## src/hw/rtl/assert_macros.svh

```systemverilog
// ---------------------------------------------------------------------------
// Assertion macros shared by the oxygen voxel calculator RTL.
// ---------------------------------------------------------------------------
`ifndef ASSERT_MACROS_SVH
`define ASSERT_MACROS_SVH

// Property checked on every rising clk edge outside of reset.
`define POXC_ASSERT(lbl, prop, msg) \
	lbl: assert property (@(posedge clk) disable iff (!arst_n) prop) else $error(msg);

// Condition that must never be seen outside of reset.
`define POXC_NEVER(lbl, cond, msg) \
	lbl: assert property (@(posedge clk) disable iff (!arst_n) !(cond)) else $error(msg);

`endif

```

## src/hw/rtl/poxc_pkg.sv

```systemverilog
// ---------------------------------------------------------------------------
// poxc_pkg
// Types, constants and fixed-point helpers of the oxygen voxel calculator.
// ---------------------------------------------------------------------------
package poxc_pkg;

	localparam int DATA_W      = 32;
	localparam int FRAC_W      = 16;
	localparam int QUO_W       = DATA_W + FRAC_W;
	localparam int QUEUE_DEPTH = 4;
	localparam int SETTLE_CYC  = 5;

	// Constant-divide helpers: magnitudes below 2**CMAG_W
	localparam int CMAG_W    = DATA_W + 4;
	localparam int RCP_SHIFT = CMAG_W + 1;
	localparam int RCP_W     = RCP_SHIFT + 1;
	localparam logic [RCP_W-1:0] RCP_2000 = RCP_W'((64'd1 << RCP_SHIFT) / 64'd2000);
	localparam logic [RCP_W-1:0] RCP_200  = RCP_W'((64'd1 << RCP_SHIFT) / 64'd200);
	localparam logic [RCP_W-1:0] RCP_21   = RCP_W'((64'd1 << RCP_SHIFT) / 64'd21);

	typedef logic signed [DATA_W-1:0] data_t;
	typedef logic [DATA_W-1:0]        umag_t;

	localparam data_t DATA_MAX = {1'b0, {(DATA_W-1){1'b1}}};
	localparam data_t DATA_MIN = {1'b1, {(DATA_W-1){1'b0}}};
	localparam data_t OEF_TOP  = DATA_W'(64'd1000 << FRAC_W);

	typedef enum logic [2:0] {
		REG_MODE,
		REG_WATER_A,
		REG_WATER_B,
		REG_OXY_A,
		REG_OXY_B,
		REG_BLOOD_O2,
		REG_PET_CONV,
		REG_SCALE
	} reg_idx_t;

	typedef struct packed {
		logic  mode;
		data_t wa;
		data_t wb;
		data_t oa;
		data_t ob;
		data_t scale;
		data_t c1;
		data_t c2;
		data_t c3;
	} cfg_t;

	typedef struct packed {
		data_t x1;
		data_t x2;
		data_t x3;
		logic  last;
		logic  zero_cnt;
	} item_t;

	typedef struct packed {
		logic zero_cnt;
		logic zero_den;
		logic last;
		logic neg;
	} ctl_t;

	function automatic umag_t mag(data_t a);
		mag = a[DATA_W-1] ? umag_t'(-a) : umag_t'(a);
	endfunction

	// Q-format multiply, magnitude truncated, saturated
	function automatic data_t fmul(data_t a, data_t b);
		logic [2*DATA_W-1:0] prod;
		logic [QUO_W-1:0]    sh;
		logic [QUO_W-1:0]    lim;
		logic                neg;
		neg  = a[DATA_W-1] ^ b[DATA_W-1];
		prod = mag(a) * mag(b);
		sh   = prod[2*DATA_W-1:FRAC_W];
		lim  = neg ? QUO_W'(mag(DATA_MIN)) : QUO_W'(DATA_MAX);
		if (sh > lim) sh = lim;
		if (neg) sh = ~sh + QUO_W'(1);
		fmul = sh[DATA_W-1:0];
	endfunction

	function automatic data_t sat_sum(logic signed [DATA_W:0] s);
		if (s[DATA_W] != s[DATA_W-1])
			sat_sum = s[DATA_W] ? DATA_MIN : DATA_MAX;
		else
			sat_sum = s[DATA_W-1:0];
	endfunction

	function automatic data_t sat_add(data_t a, data_t b);
		sat_add = sat_sum({a[DATA_W-1], a} + {b[DATA_W-1], b});
	endfunction

	function automatic data_t sat_sub(data_t a, data_t b);
		sat_sub = sat_sum({a[DATA_W-1], a} - {b[DATA_W-1], b});
	endfunction

	// Quotient estimate by reciprocal multiply, low by at most one
	function automatic logic [CMAG_W-1:0] cd_est(logic [CMAG_W-1:0] p, logic [RCP_W-1:0] m);
		logic [CMAG_W+RCP_W-1:0] full;
		full   = p * m;
		cd_est = full[CMAG_W+RCP_SHIFT-1:RCP_SHIFT];
	endfunction

	// One correction step, then sign applied (rounds toward zero)
	function automatic data_t cd_fix(logic [CMAG_W-1:0] p, logic [CMAG_W-1:0] q,
			logic [11:0] d, logic neg);
		logic [CMAG_W-1:0] r;
		logic [CMAG_W-1:0] qc;
		r  = p - CMAG_W'(q * d);
		qc = (r >= CMAG_W'(d)) ? q + CMAG_W'(1) : q;
		cd_fix = neg ? data_t'(-qc[DATA_W-1:0]) : data_t'(qc[DATA_W-1:0]);
	endfunction

endpackage

```

## src/hw/rtl/poxc_queue.sv

```systemverilog
// ---------------------------------------------------------------------------
// poxc_queue
// Small first-in first-out queue between the front and the back part.
// ---------------------------------------------------------------------------
`include "assert_macros.svh"

module poxc_queue import poxc_pkg::*; #(
	parameter int DEPTH = QUEUE_DEPTH
) (
	input  logic  clk,
	input  logic  arst_n,
	input  logic  push,
	input  item_t push_item,
	output logic  full,
	input  logic  pop,
	output logic  head_valid,
	output item_t head_item
);

	localparam int AW = (DEPTH > 1) ? $clog2(DEPTH) : 1;
	localparam int CW = $clog2(DEPTH + 1);

	item_t         mem_q [DEPTH];
	logic [AW-1:0] wr_ptr_q;
	logic [AW-1:0] rd_ptr_q;
	logic [CW-1:0] cnt_q;

	assign full       = (cnt_q == CW'(DEPTH));
	assign head_valid = (cnt_q != '0);
	assign head_item  = mem_q[rd_ptr_q];

	// Storage
	always_ff @(posedge clk) begin
		if (push) begin
			mem_q[wr_ptr_q] <= push_item;
		end
	end

	// Pointers and fill count
	always_ff @(posedge clk or negedge arst_n) begin
		if (!arst_n) begin
			wr_ptr_q <= '0;
			rd_ptr_q <= '0;
			cnt_q    <= '0;
		end else begin
			if (push) begin
				wr_ptr_q <= (wr_ptr_q == AW'(DEPTH - 1)) ? '0 : wr_ptr_q + AW'(1);
			end
			if (pop) begin
				rd_ptr_q <= (rd_ptr_q == AW'(DEPTH - 1)) ? '0 : rd_ptr_q + AW'(1);
			end
			if (push && !pop) begin
				cnt_q <= cnt_q + CW'(1);
			end else if (pop && !push) begin
				cnt_q <= cnt_q - CW'(1);
			end
		end
	end

	`POXC_NEVER(a_q_overflow, push && full && !pop, "queue written while full")
	`POXC_ASSERT(a_q_underflow, pop |-> cnt_q != '0, "queue read while empty")

endmodule

```

## config.mk

```make
export PLATFORM = sky130hd
export DESIGN_NAME = poxc_queue
export DESIGN_NICKNAME = d
export VERILOG_FILES = /design/src/hw/rtl/poxc_pkg.sv /design/src/hw/rtl/poxc_queue.sv
export VERILOG_INCLUDE_DIRS = /design/src /design/src/hw/rtl
export SDC_FILE = /design/constraint.sdc
export NUM_CORES = 1
export LEC_CHECK = 0
export ABC_AREA = 0
export BUFFER_PORTS_ARGS = -buffer_cell sky130_fd_sc_hd__clkbuf_2
export CORE_MARGIN = 5
export CORE_UTILIZATION = 60
export DETAILED_ROUTE_END_ITERATION = 12
export PLACE_DENSITY = 0.84
export SLEW_MARGIN = 5
export SYNTH_ARGS = -nofsm -noshare
export SYNTH_HDL_FRONTEND = slang
export SYNTH_SLANG_ARGS = --single-unit
```

## constraint.sdc

```tcl
create_clock -name clk -period 5.4 [get_ports clk]
set_input_delay 0 -clock clk [delete_from_list [all_inputs] [get_ports clk]]
set_output_delay 0 -clock clk [all_outputs]
set_load 0.02 [all_outputs]
```

==> metrics.txt <==
Placed Instances=1058; XOR/XNOR Fraction of Synth Area=0.00179; cell area power density=537 nW/um2; WP depth=3; DRC errors left=0; Seq/Total Area, Yosys=0.815; highest metal used=met5; share of flip-flops with an asynchronous set or reset=0.0175; synthesis-to-layout area growth=24.0%; WL met1=10500 um; Pins Over Slew Limit=0; fin nets=986; Reg2Reg Depth=4; WL met3=1800 um; overflow left after global routing=0; DR iter-0 viols=550; RSZ-0062 raised after global routing=false; critical path's largest stage delay=780 ps; top cells by count, synth=edfxtp_1 (392), mux4_2 (98), buf_2 (10), buf_12 (9), dfrtp_1 (7); Fin. Hold Viols=0; DR pass1 iterations=5; largest family of logic cells by synthesized area=multiplexers; Worst path slowest cell=dfrtp_4; commonest register cell after synthesis=edfxtp_1; final worst slack=2640 ps; Slew HR=0.346; Final Non-Filler Cells=1228; mux cell area share after synthesis=0.153; Routed Wire Length=28900 um; status=finished clean; mean area per synthesized cell=26.7 um2; routed vias/inst=5.72; Starting Density=0.606; CTS tree=built; worst hold path type=input port to flop; pre-CTS setup slack=2940 ps; Achievable Freq=0.362 GHz; largest net degree at the start of global routing=90; critical path peak fanout=63; Clock Pin Slew Worst Setup and Hold Paths=70 ps; crit start category=flop; yosys warns=0; ANT nets after route=0; initial antenna violation count=1; Simple-Gate Fraction of Synth Area=0.00393; Critical Path RT=5400 ps; die width=166 um; via count=7030; Clock Tree Root=clkbuf_16; first-pass GRT wire length=44800 um; CTS sink count=399; Finish-stage setup viols=0; Total GRT Usage=0.210; Data arrival, critical path=2760 ps; CTS Buffer Depth=3; Worst-Margin Slew=981 ps; distinct cell type count after synthesis=20; wire length per cell=23.6 um; min Tclk post-route=2760 ps; LEAKAGE=6.33 nW; Placer Congestion=0.753; post-CTS resize count=0; vias in the first global route=7715; area share of the largest cell type after synthesis=0.803; crit-path cells=buf_4, mux4_2, clkbuf_2; Buf/Inv on CP=2; most common cell in the netlist=edfxtp_1; crit path capture type=primary output; die area=27700 um2; Mapped Cells=549; Crit path max-delay family=buffers and inverters; Clock Latency Late Sink=520 ps; met2 WL=15700 um; critical path type=flop to primary output; setup TNS=0 ps; # rows=57; ranking of synthesized cells by area=edfxtp_1 (80%), mux4_2 (15%), buf_12 (1.2%); Tcrit/Tclk final=0.512; TritonCTS Buffers=39; largest area contributor in the netlist=edfxtp_1; port bufs=201; Adder-Cell Fraction of Synth Area=0.00649; antenna diode count=0; # IOs=202; H-tree levels=2; count of state elements after synthesis=399; Syn Nets=658; Post-Syn Area=14700 um2; core area=24200 um2; Post-synth EDFFs=392; Max VDD drop=350 uV; max-cap viol count=0; skew final=27.7 ps; complex-gate fraction of the synthesized area=0.000683; share of layout cells above drive strength 1=0.413; Hold Path Cell Cnt=2; Final HPWL DP=16400 um; chip height=166 um
per-stage QoR:
| stage | cell area [um2] | power, mW | hold slack, ps | util |
|---|---|---|---|---|
| after floorplan | 14700 | 6.36 | -296 | - |
| after global placement | 15900 | 7.01 | -160 | 0.657 |
| after detailed placement | 15900 | 7.11 | -154 | 0.657 |
| after CTS | 18200 | 9.86 | 228 | 0.752 |
| after global routing | 18200 | 10.2 | 245 | 0.752 |
| final | 18200 | 9.76 | 244 | 0.752 |
where the power goes:
part	total [mW]	switching, mW	internal (mW)
combinational	2.88	1.70	1.18
sequential	4.20	0.221	3.98
clock	2.68	1.07	1.61
total	9.76	2.99	6.77
kinds of logic (layout without fill, tap and decap cells):
| group | count (synthesis) | after routing |
|---|---|---|
| AO/OA/AOI/OAI | 2 | 2 |
| XOR/XNOR | 3 | 3 |
| adder cells (fa/ha/maj) | 7 | 7 |
| buffers and inverters | 26 | 381 |
| flip-flops | 399 | 399 |
| multiplexers | 101 | 101 |
| AND/OR/NAND/NOR | 11 | 11 |
worst reg2reg max path, cell delays in order, from the launching register on:
cell	delay, ps
dfrtp_1	410
inv_1	100
ha_1	150
and2_4	620
buf_4	750
worst paths after layout:
| path | startpoint | end | slack, ps |
|---|---|---|---|
| worst max-delay path | rd_ptr_q[1]$_DFFE_PN0P_ | head_item[52] | 2640 |
| worst min-delay path | push_item[50] | mem_q[3][50]$_DFFE_PP_ | 240 |
| worst max register to register | wr_ptr_q[0]$_DFFE_PN0P_ | mem_q[2][3]$_DFFE_PP_ | 2960 |
| worst min register to register | cnt_q[2]$_DFFE_PN0P_ | cnt_q[2]$_DFFE_PN0P_ | 490 |
| max in group asynchronous | arst_n | rd_ptr_q[1]$_DFFE_PN0P_ | 4660 |
| min in group asynchronous | arst_n | rd_ptr_q[0]$_DFFE_PN0P_ | 480 |
routing by layer:
metal	vias up	track usage
met5	-	0
li1	3024	-
met2	310	0.373
met1	3631	0.267
met4	2	0.0711
met3	63	0.0376
cell type report:
class / count / area, um2
clock buffer: 42 / 987
clock inverter: 26 / 289
fill: 1284 / 6000
inverter: 4 / 15.0
multi-input combinational: 124 / 2440
sequential: 399 / 12000
tap: 324 / 405
timing repair buffer: 309 / 2080
flip-flops by register name (all words and copies together), names as in the netlist:
signal / count
cnt_q: 3
rd_ptr_q: 2
mem_q: 392
wr_ptr_q: 2
layout by cell type (no fill, tap or decap), types with 2 or more instances in the layout:
cell type and instances:
bufinv_16 6, clkinvlp_4 5, ha_1 6, mux2_2 3
inv_1 4, clkbuf_16 39, buf_4 5, clkinv_1 6
dfrtp_4 2, xor2_1 2, dfrtp_1 5, mux4_2 98
nor2_1 3, o21ai_0 2, edfxtp_1 392, dlygate4sd3_1 102
and2_4 4, nand2_1 2, clkbuf_2 201, clkinv_2 8
clkbuf_1 3
what timing repair did:
| item | CTS | global route |
|---|---|---|
| hold buffers | 102 | 0 |
| buffers inserted | 0 | 0 |
| hold endpoints to repair | 404 | 0 |
(Power assumes the default switching activity.)
